===== config.mk =====
export PLATFORM = sky130hd
export DESIGN_NAME = update_image_receiver_top_flat
export DESIGN_NICKNAME = d
export VERILOG_FILES = /design/src/uir_pkg.sv /design/src/uir_in_if.sv /design/src/uir_out_if.sv /design/src/update_image_receiver_top.sv /design/src/flat_wrapper.sv
export SDC_FILE = /design/constraint.sdc
export NUM_CORES = 1
export LEC_CHECK = 0
export BUFFER_PORTS_ARGS = -buffer_cell sky130_fd_sc_hd__buf_2
export CAP_MARGIN = 20
export CORE_MARGIN = 2
export CORE_UTILIZATION = 35
export CTS_CLUSTER_DIAMETER = 80
export DETAILED_ROUTE_END_ITERATION = 12
export GPL_TIMING_DRIVEN = 0
export PLACE_DENSITY = 0.62
export SLEW_MARGIN = 20
export SYNTH_ARGS = -nofsm -noshare
export SYNTH_HDL_FRONTEND = slang
export SYNTH_SLANG_ARGS = --single-unit

===== constraint.sdc =====
create_clock -name clk -period 6.75 [get_ports clk]
set_input_delay 0.3375 -clock clk [delete_from_list [all_inputs] [get_ports clk]]
set_output_delay 0.3375 -clock clk [all_outputs]
set_load 0.01 [all_outputs]

===== src/uir_pkg.sv =====
`timescale 1ns / 1ps
`default_nettype none
// ----------------------------------------------------------------------------
// uir_pkg: shared types and constants for the update image receiver
// Field widths, command and status codes, and the byte-wise CRC-32 step.
// ----------------------------------------------------------------------------
package uir_pkg;

  // Field widths
  localparam int unsigned MODE_W     = 2;
  localparam int unsigned BYTE_W     = 8;
  localparam int unsigned LEN_W      = 10;
  localparam int unsigned WORD_W     = 32;
  localparam int unsigned INTERVAL_W = 16;
  localparam int unsigned KIND_W     = 2;
  localparam int unsigned CODE_W     = 3;

  // Largest legal chunk in bytes
  localparam logic [WORD_W-1:0] MAX_CHUNK = 32'd512;

  // Reset value of the progress interval register
  localparam logic [INTERVAL_W-1:0] INTERVAL_RESET = 16'd4096;

  // Reflected CRC-32 polynomial
  localparam logic [WORD_W-1:0] CRC_POLY = 32'hEDB8_8320;

  // Input modes
  localparam logic [MODE_W-1:0] MODE_START  = 2'd0;
  localparam logic [MODE_W-1:0] MODE_DATA   = 2'd1;
  localparam logic [MODE_W-1:0] MODE_VERIFY = 2'd2;
  localparam logic [MODE_W-1:0] MODE_ABORT  = 2'd3;

  // Status kinds
  localparam logic [KIND_W-1:0] KIND_READY    = 2'd0;
  localparam logic [KIND_W-1:0] KIND_PROGRESS = 2'd1;
  localparam logic [KIND_W-1:0] KIND_SUCCESS  = 2'd2;
  localparam logic [KIND_W-1:0] KIND_ERROR    = 2'd3;

  // Error codes
  localparam logic [CODE_W-1:0] ERR_NONE         = 3'd0;
  localparam logic [CODE_W-1:0] ERR_BAD_SIZE     = 3'd0;
  localparam logic [CODE_W-1:0] ERR_NO_PARTITION = 3'd1;
  localparam logic [CODE_W-1:0] ERR_WRITE_FAILED = 3'd2;
  localparam logic [CODE_W-1:0] ERR_BAD_STATE    = 3'd3;
  localparam logic [CODE_W-1:0] ERR_CRC_MISMATCH = 3'd4;

  // One input transaction
  typedef struct packed {
    logic [MODE_W-1:0] mode;
    logic [BYTE_W-1:0] data_byte;
    logic              chunk_first;
    logic              chunk_last;
    logic [LEN_W-1:0]  chunk_length;
    logic [WORD_W-1:0] image_size;
    logic [WORD_W-1:0] image_crc;
    logic              partition_ok;
    logic              begin_ok;
    logic              write_ok;
    logic              finish_ok;
  } uir_in_t;

  // One result transaction
  typedef struct packed {
    logic [KIND_W-1:0] status_kind;
    logic [CODE_W-1:0] error_code;
    logic [WORD_W-1:0] bytes_received;
  } uir_out_t;

  // Advance the CRC-32 (inverted in and out) by one byte
  function automatic logic [WORD_W-1:0] crc_byte(input logic [WORD_W-1:0] crc,
                                                 input logic [BYTE_W-1:0] b);
    logic [WORD_W-1:0] c;
    c = ~crc ^ {{(WORD_W-BYTE_W){1'b0}}, b};
    for (int i = 0; i < BYTE_W; i++) begin
      c = (c >> 1) ^ (c[0] ? CRC_POLY : '0);
    end
    return ~c;
  endfunction

endpackage
`default_nettype wire


===== src/uir_in_if.sv =====
`timescale 1ns / 1ps
`default_nettype none
// ----------------------------------------------------------------------------
// uir_in_if: input channel of the update image receiver
// Valid/ready handshake carrying one command or data byte per transaction.
// ----------------------------------------------------------------------------
interface uir_in_if
  import uir_pkg::*;
();
  logic    valid;
  logic    ready;
  uir_in_t data;

  modport source (output valid, output data, input ready);
  modport sink   (input valid, input data, output ready);
endinterface
`default_nettype wire


===== src/uir_out_if.sv =====
`timescale 1ns / 1ps
`default_nettype none
// ----------------------------------------------------------------------------
// uir_out_if: result channel of the update image receiver
// Valid/ready handshake carrying one status report per transaction.
// ----------------------------------------------------------------------------
interface uir_out_if
  import uir_pkg::*;
();
  logic     valid;
  logic     ready;
  uir_out_t data;

  modport source (output valid, output data, input ready);
  modport sink   (input valid, input data, output ready);
endinterface
`default_nettype wire


===== src/update_image_receiver_top.sv =====
`timescale 1ns / 1ps
`default_nettype none
// ----------------------------------------------------------------------------
// update_image_receiver_top: firmware image receiver session with CRC-32
// Opens a session on start, checks chunks and counts bytes, reports progress,
// verifies length and CRC, and closes the session on verify, abort or any error.
// ----------------------------------------------------------------------------
//
//   channel   direction  handshake          payload
//   in_ch     sink       valid / ready      uir_in_t  (command or data byte)
//   out_ch    source     valid / ready      uir_out_t (status report)
//   cfg_*     input      cfg_we             cfg_wdata (progress interval)
//
// One transaction is taken per cycle while in_ch.ready is high. The session
// update and CRC byte step are combinational from the accepted transaction
// into the session registers and the output register, so a status report
// appears in the cycle after its transaction. in_ch.ready is high while the
// output register is empty or being drained; a stalled out_ch holds at most
// one report and blocks input. Synchronous active-low reset closes the session
// and sets the interval to 4096.
// ----------------------------------------------------------------------------
module update_image_receiver_top
  import uir_pkg::*;
(
  input  wire logic                  clk,
  input  wire logic                  rst_n,
  uir_in_if.sink                     in_ch,
  uir_out_if.source                  out_ch,
  input  wire logic                  cfg_we,
  input  wire logic [INTERVAL_W-1:0] cfg_wdata
);

  // Session registers
  logic                  session_active_r, session_active_nxt;
  logic                  dropping_r,       dropping_nxt;
  logic [WORD_W-1:0]     expected_total_r, expected_total_nxt;
  logic [WORD_W-1:0]     expected_crc_r,   expected_crc_nxt;
  logic [WORD_W-1:0]     received_r,       received_nxt;
  logic [WORD_W-1:0]     running_crc_r,    running_crc_nxt;
  logic [WORD_W-1:0]     last_reported_r,  last_reported_nxt;
  logic [INTERVAL_W-1:0] interval_r;

  // Output register
  logic     out_valid_r, out_valid_nxt;
  uir_out_t out_item_r,  out_item_nxt;

  // Per-transaction decode
  uir_in_t           item;
  logic              in_acc;
  logic              emit;
  logic              data_err;
  logic [CODE_W-1:0] data_code;
  logic [WORD_W:0]   chunk_end;
  logic [WORD_W-1:0] count_inc;
  logic [WORD_W-1:0] since_report;

  assign item   = in_ch.data;
  assign in_ch.ready = !out_valid_r || out_ch.ready;
  assign in_acc = in_ch.valid && in_ch.ready;

  assign chunk_end    = {1'b0, received_r} + {{(WORD_W+1-LEN_W){1'b0}}, item.chunk_length};
  assign count_inc    = received_r + 32'd1;
  assign since_report = count_inc - last_reported_r;

  // Check a data byte against the session
  always_comb begin
    data_err  = 1'b0;
    data_code = ERR_NONE;
    if (!session_active_r) begin
      data_err  = 1'b1;
      data_code = ERR_BAD_STATE;
    end else if (item.chunk_first) begin
      if (item.chunk_length == '0 ||
          {{(WORD_W-LEN_W){1'b0}}, item.chunk_length} > MAX_CHUNK) begin
        data_err  = 1'b1;
        data_code = ERR_BAD_SIZE;
      end else if (chunk_end > {1'b0, expected_total_r}) begin
        data_err  = 1'b1;
        data_code = ERR_BAD_SIZE;
      end else if (!item.write_ok) begin
        data_err  = 1'b1;
        data_code = ERR_WRITE_FAILED;
      end
    end else if (received_r >= expected_total_r) begin
      data_err  = 1'b1;
      data_code = ERR_BAD_SIZE;
    end
  end

  // Session update and status report for the accepted transaction
  always_comb begin
    session_active_nxt = session_active_r;
    dropping_nxt       = dropping_r;
    expected_total_nxt = expected_total_r;
    expected_crc_nxt   = expected_crc_r;
    received_nxt       = received_r;
    running_crc_nxt    = running_crc_r;
    last_reported_nxt  = last_reported_r;
    emit               = 1'b0;
    out_item_nxt       = '{status_kind: KIND_READY, error_code: ERR_NONE,
                           bytes_received: '0};

    case (item.mode)
      MODE_START: begin
        // close any old session, then open if the target is usable
        session_active_nxt = 1'b0;
        dropping_nxt       = 1'b0;
        expected_total_nxt = '0;
        expected_crc_nxt   = '0;
        received_nxt       = '0;
        running_crc_nxt    = '0;
        last_reported_nxt  = '0;
        emit               = 1'b1;
        if (!item.partition_ok) begin
          out_item_nxt.status_kind = KIND_ERROR;
          out_item_nxt.error_code  = ERR_NO_PARTITION;
        end else if (!item.begin_ok) begin
          out_item_nxt.status_kind = KIND_ERROR;
          out_item_nxt.error_code  = ERR_WRITE_FAILED;
        end else begin
          session_active_nxt = 1'b1;
          expected_total_nxt = item.image_size;
          expected_crc_nxt   = item.image_crc;
        end
      end
      MODE_VERIFY: begin
        dropping_nxt = 1'b0;
        emit         = 1'b1;
        if (!session_active_r) begin
          out_item_nxt.status_kind = KIND_ERROR;
          out_item_nxt.error_code  = ERR_BAD_STATE;
        end else begin
          // every outcome closes the session
          session_active_nxt = 1'b0;
          expected_total_nxt = '0;
          expected_crc_nxt   = '0;
          received_nxt       = '0;
          running_crc_nxt    = '0;
          last_reported_nxt  = '0;
          if (received_r != expected_total_r) begin
            out_item_nxt.status_kind = KIND_ERROR;
            out_item_nxt.error_code  = ERR_BAD_SIZE;
          end else if (running_crc_r != expected_crc_r) begin
            out_item_nxt.status_kind = KIND_ERROR;
            out_item_nxt.error_code  = ERR_CRC_MISMATCH;
          end else if (!item.finish_ok) begin
            out_item_nxt.status_kind = KIND_ERROR;
            out_item_nxt.error_code  = ERR_WRITE_FAILED;
          end else begin
            out_item_nxt.status_kind = KIND_SUCCESS;
          end
        end
      end
      MODE_DATA: begin
        if (dropping_r && !item.chunk_first) begin
          // drop the rest of a rejected chunk quietly
          if (item.chunk_last) begin
            dropping_nxt = 1'b0;
          end
        end else if (data_err) begin
          // close the session and drop the rest of this chunk
          session_active_nxt = 1'b0;
          dropping_nxt       = !item.chunk_last;
          expected_total_nxt = '0;
          expected_crc_nxt   = '0;
          received_nxt       = '0;
          running_crc_nxt    = '0;
          last_reported_nxt  = '0;
          emit               = 1'b1;
          out_item_nxt.status_kind = KIND_ERROR;
          out_item_nxt.error_code  = data_code;
        end else begin
          // accept the byte
          dropping_nxt    = 1'b0;
          running_crc_nxt = crc_byte(running_crc_r, item.data_byte);
          received_nxt    = count_inc;
          if (item.chunk_last &&
              (since_report >= {{(WORD_W-INTERVAL_W){1'b0}}, interval_r} ||
               count_inc == expected_total_r)) begin
            last_reported_nxt = count_inc;
            emit              = 1'b1;
            out_item_nxt.status_kind    = KIND_PROGRESS;
            out_item_nxt.bytes_received = count_inc;
          end
        end
      end
      default: begin
        // abort: close silently
        session_active_nxt = 1'b0;
        dropping_nxt       = 1'b0;
        expected_total_nxt = '0;
        expected_crc_nxt   = '0;
        received_nxt       = '0;
        running_crc_nxt    = '0;
        last_reported_nxt  = '0;
      end
    endcase
  end

  // Load a new report on accept, drain on out_ch handshake
  always_comb begin
    out_valid_nxt = out_valid_r;
    if (in_acc) begin
      out_valid_nxt = emit;
    end else if (out_ch.ready) begin
      out_valid_nxt = 1'b0;
    end
  end

  // Session and control registers
  always_ff @(posedge clk) begin
    if (!rst_n) begin
      session_active_r <= 1'b0;
      dropping_r       <= 1'b0;
      expected_total_r <= '0;
      expected_crc_r   <= '0;
      received_r       <= '0;
      running_crc_r    <= '0;
      last_reported_r  <= '0;
      interval_r       <= INTERVAL_RESET;
      out_valid_r      <= 1'b0;
    end else begin
      if (in_acc) begin
        session_active_r <= session_active_nxt;
        dropping_r       <= dropping_nxt;
        expected_total_r <= expected_total_nxt;
        expected_crc_r   <= expected_crc_nxt;
        received_r       <= received_nxt;
        running_crc_r    <= running_crc_nxt;
        last_reported_r  <= last_reported_nxt;
      end
      if (cfg_we) begin
        interval_r <= cfg_wdata;
      end
      out_valid_r <= out_valid_nxt;
    end
  end

  // Hold the report payload until a new one is loaded
  always_ff @(posedge clk) begin
    if (in_acc && emit) begin
      out_item_r <= out_item_nxt;
    end
  end

  assign out_ch.valid = out_valid_r;
  assign out_ch.data  = out_item_r;

endmodule
`default_nettype wire


===== src/flat_wrapper.sv =====
// flat-port wrapper written by rule: the top's interface ports become plain ports
module update_image_receiver_top_flat import uir_pkg::*;
  (clk, rst_n, cfg_we, cfg_wdata, in_ch_valid, in_ch_data, in_ch_ready, out_ch_valid, out_ch_data, out_ch_ready);
  uir_in_if in_ch_i ();
  uir_out_if out_ch_i ();
  input  wire logic clk;
  input  wire logic rst_n;
  input  wire logic cfg_we;
  input  wire logic [INTERVAL_W-1:0] cfg_wdata;
  input wire logic [$bits(in_ch_i.valid)-1:0] in_ch_valid;
  input wire logic [$bits(in_ch_i.data)-1:0] in_ch_data;
  output wire logic [$bits(in_ch_i.ready)-1:0] in_ch_ready;
  output wire logic [$bits(out_ch_i.valid)-1:0] out_ch_valid;
  output wire logic [$bits(out_ch_i.data)-1:0] out_ch_data;
  input wire logic [$bits(out_ch_i.ready)-1:0] out_ch_ready;
  assign in_ch_i.valid = in_ch_valid;
  assign in_ch_i.data = in_ch_data;
  assign in_ch_ready = in_ch_i.ready;
  assign out_ch_valid = out_ch_i.valid;
  assign out_ch_data = out_ch_i.data;
  assign out_ch_i.ready = out_ch_ready;
  update_image_receiver_top u_core (.clk(clk), .rst_n(rst_n), .in_ch(in_ch_i), .out_ch(out_ch_i), .cfg_we(cfg_we), .cfg_wdata(cfg_wdata));
endmodule

==> flow_summary.yaml, run 1 <==
placed_design:
  portBuffers: 146
  dpl_cell_area_mm2: 0.0171
  finalWeightedCongestion: 0.980
  hpwl_mm: 44.3
  pre_cts_ws_ns: -0.561
routing:
  drt_iter0_markers: 876
  finalWirelength_mm: 54.5
  route.detailed.drc: 0
  wl_per_cell_um: 20.4
  drt-pass1-iter-count: 5
  ant_nets: 0
  vias: 14400
  drt-vias-per-instance: 5.37
die:
  start_util_pct: 35.4
  die_w_um: 215
  coreArea_mm2: 0.0440
  std_cell_rows: 77
  die_area_mm2: 0.0462
  pin_count: 150
  die_h_um: 215
logic_synthesis:
  ys_ff_latch: 216
  synth_nets: 2116
  synth_edf_count: 37
  synth_area_mm2: 0.0156
  ys_async_sr_fraction_pct: 0
  syn_area_per_cell_um2: 8.28
  synth_top_flop_cell: "dfxtp_1"
  ys_seq_area_share_pct: 30.1
  yosysUniqueCellTypes: 80
  syn_inst: 1881
  ys_warn_count: 0
sta:
  skew_ns: 0.0303
  final_max_slew_viol_count: 0
  rsz0062_at_grt: "no"
  relSlewSlack_pct: 28.6
  hold_ws_ns: 0.0341
  hold_viol: 0
  finalSetupTns_ns: 0
  min_period_ns: 6.46
  tightest_slew_ns: 1.06
  post-route-period-util_pct: 95.7
  timing.fmax_mhz: 155
  final.setup.worst_slack_ns: 0.289
  setup_viol: 0
global_routing:
  grt_pass1_wl_mm: 82.0
  grt_overflow: 0
  antenna_found_initial: 6
  grt_max_degree: 23
  grt.total_usage_pct: 22.9
  grt_pass1_vias: 14300
clocking:
  clk_latency_ns: 0.57
  htree_levels: 1
  cts_buffers: 27
  clockBufferDepth: 3
  clock-sinks: 216
  cts.clk_slew.worst_paths_ns: 0.06
  ctsRootBufferMaster: "clkbuf_16"
  cts_tree: "done"
cells_and_area:
  final_common_cell: "nand2_1"
  most-common-layout-cells: "209 x nand2_1, 178 x dfxtp_1, 168 x buf_2, 130 x xnor2_1, 124 x inv_1"
  area.growth.synth_to_final_pct: 16.3
  nNetsFinal: 2294
  drive_above_1_share_pct: 15.7
  postLayoutCellArea_mm2: 0.0181
pwr:
  p_leak_nw: 7.36
  powerDensity_mw_per_mm2: 170
  ir_drop_mv: 0.210
worst_hold_path:
  min_path_type: "input port to flop"
worst_setup_path:
  slowest_delay_ns: 0.62
  path_delay_family: "simple AND/OR/NAND/NOR gates"
  required_ns: 7.13
  critPathCaptureType: "flop"
  path_cells: "ha_1, a21o_1, a21oi_1, o21bai_1, a21oi_1, o21bai_1, a21oi_1, o21bai_1, a41o_1, clkbuf_1, nand2b_1, or2_2, xnor2_1, ha_1, nand4_1, nor4_2, and3_1, mux2i_1, o21ai_2, a41oi_2, or4_1, buf_2, buf_6, nor2_1"
  critical_path.max_fanout: 10
  crit_type: "flop to flop"
  cp_data_arrival_time_ns: 6.84
  slowest_stage: "or4_1"
  timing.critical_path.buf_inv: 3
  cp-start-kind: "flop"
outcome:
  status: "completed"
run:
  cap_violations: 0
what timing repair did:
item / CTS / global route
gates resized for setup: 12 / 28
pin swaps: 1 / 2
buffers inserted: 1 / 2
setup endpoints to repair: 201 / 218
hold buffers: 0 / 0
synth_stat cells, types with 40 or more instances:
cell type	n	area share, %
xnor2_1	132	7.4
nor2_1	114	2.7
a22oi_1	40	1.9
clkbuf_1	76	1.8
a21oi_1	74	2.4
nand2_1	209	5.0
nand4_1	40	1.6
nand3_1	117	3.8
xor2_1	61	3.4
dfxtp_1	179	23
o21ai_0	60	1.9
nor2b_1	68	2.7
inv_1	124	3.0
ha_1	122	9.8
a21boi_0	87	4.2
metrics by stage:
step	total power [W]	instances	util (%)
final	0.00309	2676	41.2
after global routing	0.00319	2672	41.1
after CTS	0.00311	2672	40.9
after detailed placement	0.00172	2621	38.9
after global placement	0.00171	2619	38.7
after floorplan	0.00158	1881	-
state kept, by name (all words and copies together), names as in the netlist, 16 cells and up:
register                 count
u_core.out_ch.data          37
u_core.expected_crc_r       32
u_core.expected_total_r     32
u_core.last_reported_r      32
u_core.received_r           32
u_core.running_crc_r        32
u_core.interval_r           16
worst register-to-register path, stage by stage, from the launching register on:
cell,delay (ns)
dfxtp_1,0.48
ha_1,0.25
a21o_1,0.12
a21oi_1,0.10
o21bai_1,0.14
a21oi_1,0.12
o21bai_1,0.17
a21oi_1,0.12
o21bai_1,0.20
a41o_1,0.19
clkbuf_1,0.55
nand2b_1,0.18
or2_2,0.33
xnor2_1,0.13
ha_1,0.29
nand4_1,0.18
nor4_2,0.47
and3_1,0.37
mux2i_1,0.19
o21ai_2,0.19
a41oi_2,0.29
or4_1,0.63
buf_2,0.25
buf_6,0.17
nor2_1,0.17
metal layers:
layer	track usage, %	share of wire (%)	vias up
li1	-	-	6943
met1	28.7	42	6858
met2	39.5	47	452
met3	3.35	5.9	115
met4	9.49	4.5	6
met5	0	0.059	-
kinds of logic after synthesis:
family / Yosys count / share of synthesized area, %
mux: 20 / 1.29
xor+xnor: 198 / 11.4
buf+inv: 236 / 6.43
flops: 216 / 30.1
compound gates: 405 / 18.7
simple gates: 682 / 22.0
fa+ha+maj: 124 / 10.1
power by group:
part	leakage (nW)	switching [W]	internal [W]	total [W]
Combinational	5.14	0.000218	0.000133	0.000350
Clock	0.412	0.000608	0.000781	0.00139
Sequential	1.80	0.0000113	0.00134	0.00135
Total	7.36	0.000838	0.00225	0.00309
cell type report:
type | instances | area (um2)
multi-input cells | 1429 | 10000
fillers | 4483 | 25900
flip-flops and latches | 216 | 4700
clock buffers | 31 | 691
inverters | 124 | 465
well taps | 592 | 741
plain buffers | 110 | 542
clock inverters | 19 | 150
repair buffers | 151 | 808
diodes | 4 | 10.0
path summary, 6_finish.rpt:
check / startpoint / to / slack [ns] / cells past startpoint
hold reg to reg: u_core.expected_total_r[21] / u_core.expected_total_r[21] / 0.47 / 2
setup / recovery: u_core.received_r[0] / u_core.out_ch.data[10] / 0.29 / 24
setup reg to reg: u_core.received_r[0] / u_core.out_ch.data[10] / 0.29 / 24
hold / removal: cfg_wdata[12] / u_core.interval_r[12] / 0.03 / 3
Note: power is estimated with default switching activity, not from simulation.
==> run 2: changes to the inputs <==
--- a/config.mk
+++ b/config.mk
@@ -6,13 +6,12 @@
 export NUM_CORES = 1
 export LEC_CHECK = 0
 export BUFFER_PORTS_ARGS = -buffer_cell sky130_fd_sc_hd__buf_2
-export CAP_MARGIN = 20
 export CORE_MARGIN = 2
 export CORE_UTILIZATION = 35
 export CTS_CLUSTER_DIAMETER = 80
 export DETAILED_ROUTE_END_ITERATION = 12
 export GPL_TIMING_DRIVEN = 0
-export PLACE_DENSITY = 0.62
+export PLACE_DENSITY_LB_ADDON = 0.08
 export SLEW_MARGIN = 20
 export SYNTH_ARGS = -nofsm -noshare
 export SYNTH_HDL_FRONTEND = slang
==> run 2 against run 1 <==
- critical path depth down 2
- sequential share of layout area down 0.32 points
- clock power up 21%
- die area unchanged
- count of clock-buffer cells in the layout up 3
- sequential power about the same
- sequential cell count unchanged
- critical path type unchanged
==> flow_summary.yaml, run 2 (same netlist as run 1, synthesis figures left out) <==
cells_and_area:
  antenna_cells: 0
  most-common-layout-cells: "208 x nand2_1, 178 x dfxtp_1, 167 x buf_2, 130 x xnor2_1, 124 x inv_1"
  layout.area.seq_mm2: 0.00470
  drive_above_1_share_pct: 15.9
  nNetsFinal: 2298
  largest_reg_flops: 37
  multi_input_area_mm2: 0.0100
  area.growth.synth_to_final_pct: 17.8
  final_common_cell: "nand2_1"
  fillers: 4588
routing:
  wl_per_cell_um: 21.5
  ant_nets: 0
  finalWirelength_mm: 57.7
  route.detailed.drc: 0
  drt_iter0_markers: 720
  drt-vias-per-instance: 5.28
  vias: 14100
  highest_layer: "met4"
  drt-pass1-iter-count: 7
  wl_met2_mm: 28.3
  wl_met1_mm: 24.5
  wl_met3_mm: 2.49
placed_design:
  hpwl_mm: 46.7
  finalWeightedCongestion: 0.904
  portBuffers: 146
  pre_cts_ws_ns: -0.474
sta:
  hold_viol: 0
  relSlewSlack_pct: 31.3
  tightest_slew_ns: 1.03
  rsz0062_at_grt: "no"
  setup_viol: 0
  final.setup.worst_slack_ns: 0.350
  finalSetupTns_ns: 0
  min_period_ns: 6.40
  skew_ns: 0.0140
  timing.fmax_mhz: 156
  final_max_slew_viol_count: 0
  post-route-period-util_pct: 94.8
pwr:
  ir_drop_mv: 0.169
  power.share.switching_pct: 25.4
  p_comb_share_pct: 10.6
  p_int_w: 0.00253
  p_clk_share_pct: 49.7
  p_seq_share_pct: 39.8
  p_leak_nw: 7.47
  powerDensity_mw_per_mm2: 185
  switchingPower_w: 0.000860
die:
  die_h_um: 215
  die_w_um: 215
  die_area_mm2: 0.0462
  coreArea_mm2: 0.0440
  std_cell_rows: 77
  start_util_pct: 35.4
  pin_count: 150
clocking:
  clk_latency_ns: 0.57
  cts_tree: "done"
  clock-sinks: 216
  htree_levels: 1
  cts_buffers: 28
  ctsRootBufferMaster: "clkbuf_16"
  cts.clk_slew.worst_paths_ns: 0.06
  clockBufferDepth: 3
worst_setup_path:
  cp-startpoint: "u_core.received_r[0]"
  required_ns: 7.17
  cp-start-kind: "flop"
  critical_path.max_fanout: 10
  crit_type: "flop to flop"
  cp_data_arrival_time_ns: 6.82
  critPathCaptureType: "flop"
  r2r-start: "u_core.received_r[0]"
global_routing:
  grt_pass1_wl_mm: 86.3
  grt_pass1_vias: 14300
  grt_max_degree: 22
  grt_overflow: 0
  grt.total_usage_pct: 24.5
  antenna_found_initial: 2
run:
  cap_violations: 0
worst_hold_path:
  min_path_type: "input port to flop"
  min-delay-start: "in_ch_data[57]"
outcome:
  status: "completed"
run 2: changes by cell type in the layout (fill, tap and decap cells not counted), moves of 3 or more:
| cell | before | now |
|---|---|---|
| buf_4 | 6 | 9 |
| bufinv_16 | 1 | 6 |
| clkbuf_16 | 27 | 30 |
| clkinv_4 | 3 | 0 |
| diode_2 | 4 | 0 |
| o21ai_1 | 1 | 4 |
run 2: layout make-up:
type / count / share of cell area (%)
Sequential cell: 216 / 25.6
Buffer: 109 / 2.95
Timing Repair Buffer: 155 / 4.58
Tap cell: 592 / 4.04
Multi-Input combinational cell: 1429 / 54.6
Inverter: 124 / 2.54
Clock inverter: 18 / 1.38
Clock buffer: 34 / 4.28
run 2: per-layer routing:
metal  global-route usage [%]  vias up
li1                         -     6954
met1                     30.1     6722
met2                     43.5      359
met3                     3.30       98
met4                     9.01        0
met5                        0        -
run 2: power by group through the flow:
stage               Sequential, W  Combinational (W)  Clock, W
global route              0.00135           0.000387   0.00177
detailed placement        0.00138           0.000356         0
global placement          0.00138           0.000347         0
floorplan                 0.00138           0.000195         0
finish                    0.00135           0.000358   0.00168
CTS                       0.00135           0.000358   0.00171
run 2: final timing paths:
path,end,slack [ns],depth (start not counted)
setup / recovery,u_core.last_reported_r[27],0.35,22
hold / removal,u_core.expected_total_r[21],0.03,3
setup reg to reg,u_core.last_reported_r[27],0.35,22
hold reg to reg,u_core.expected_total_r[21],0.46,2
run 2: metrics by stage:
step,instances,hold WS (ns),util [%],instance area (um2),total power [W]
final,2677,0.0311,41.7,18400,0.00339
after global routing,2677,0.0290,41.7,18400,0.00350
after CTS,2673,0.0142,41.4,18200,0.00342
after detailed placement,2621,0.456,38.9,17100,0.00173
after global placement,2619,0.456,38.7,17100,0.00173
after floorplan,1881,0.441,-,15600,0.00158
run 2: worst max-delay path, stage by stage, from the launching register on:
cell and delay (ns):
dfxtp_1 0.55, ha_1 0.27, a21o_1 0.12, a21oi_1 0.09
o21bai_1 0.14, a21oi_1 0.12, o21bai_1 0.16, a21oi_1 0.13
o21bai_1 0.21, a41o_1 0.53, nand2b_1 0.15, or2_2 0.31
xnor2_1 0.14, ha_1 0.30, nand4_1 0.19, nor4_1 0.59
a221o_1 0.27, o21ai_1 0.11, a41oi_1 0.60, o21ai_0 0.23
o21ai_1 0.50, buf_2 0.43, o22ai_2 0.09
run 2: what timing repair did:
action / 4_1_cts / 5_1_grt
pin swaps: 1 / 3
hold buffers: 1 / 0
endpoints found under the hold margin: 1 / 0
buffers inserted: 0 / 6
endpoints found under the setup margin: 198 / 220
gates resized for setup: 14 / 30
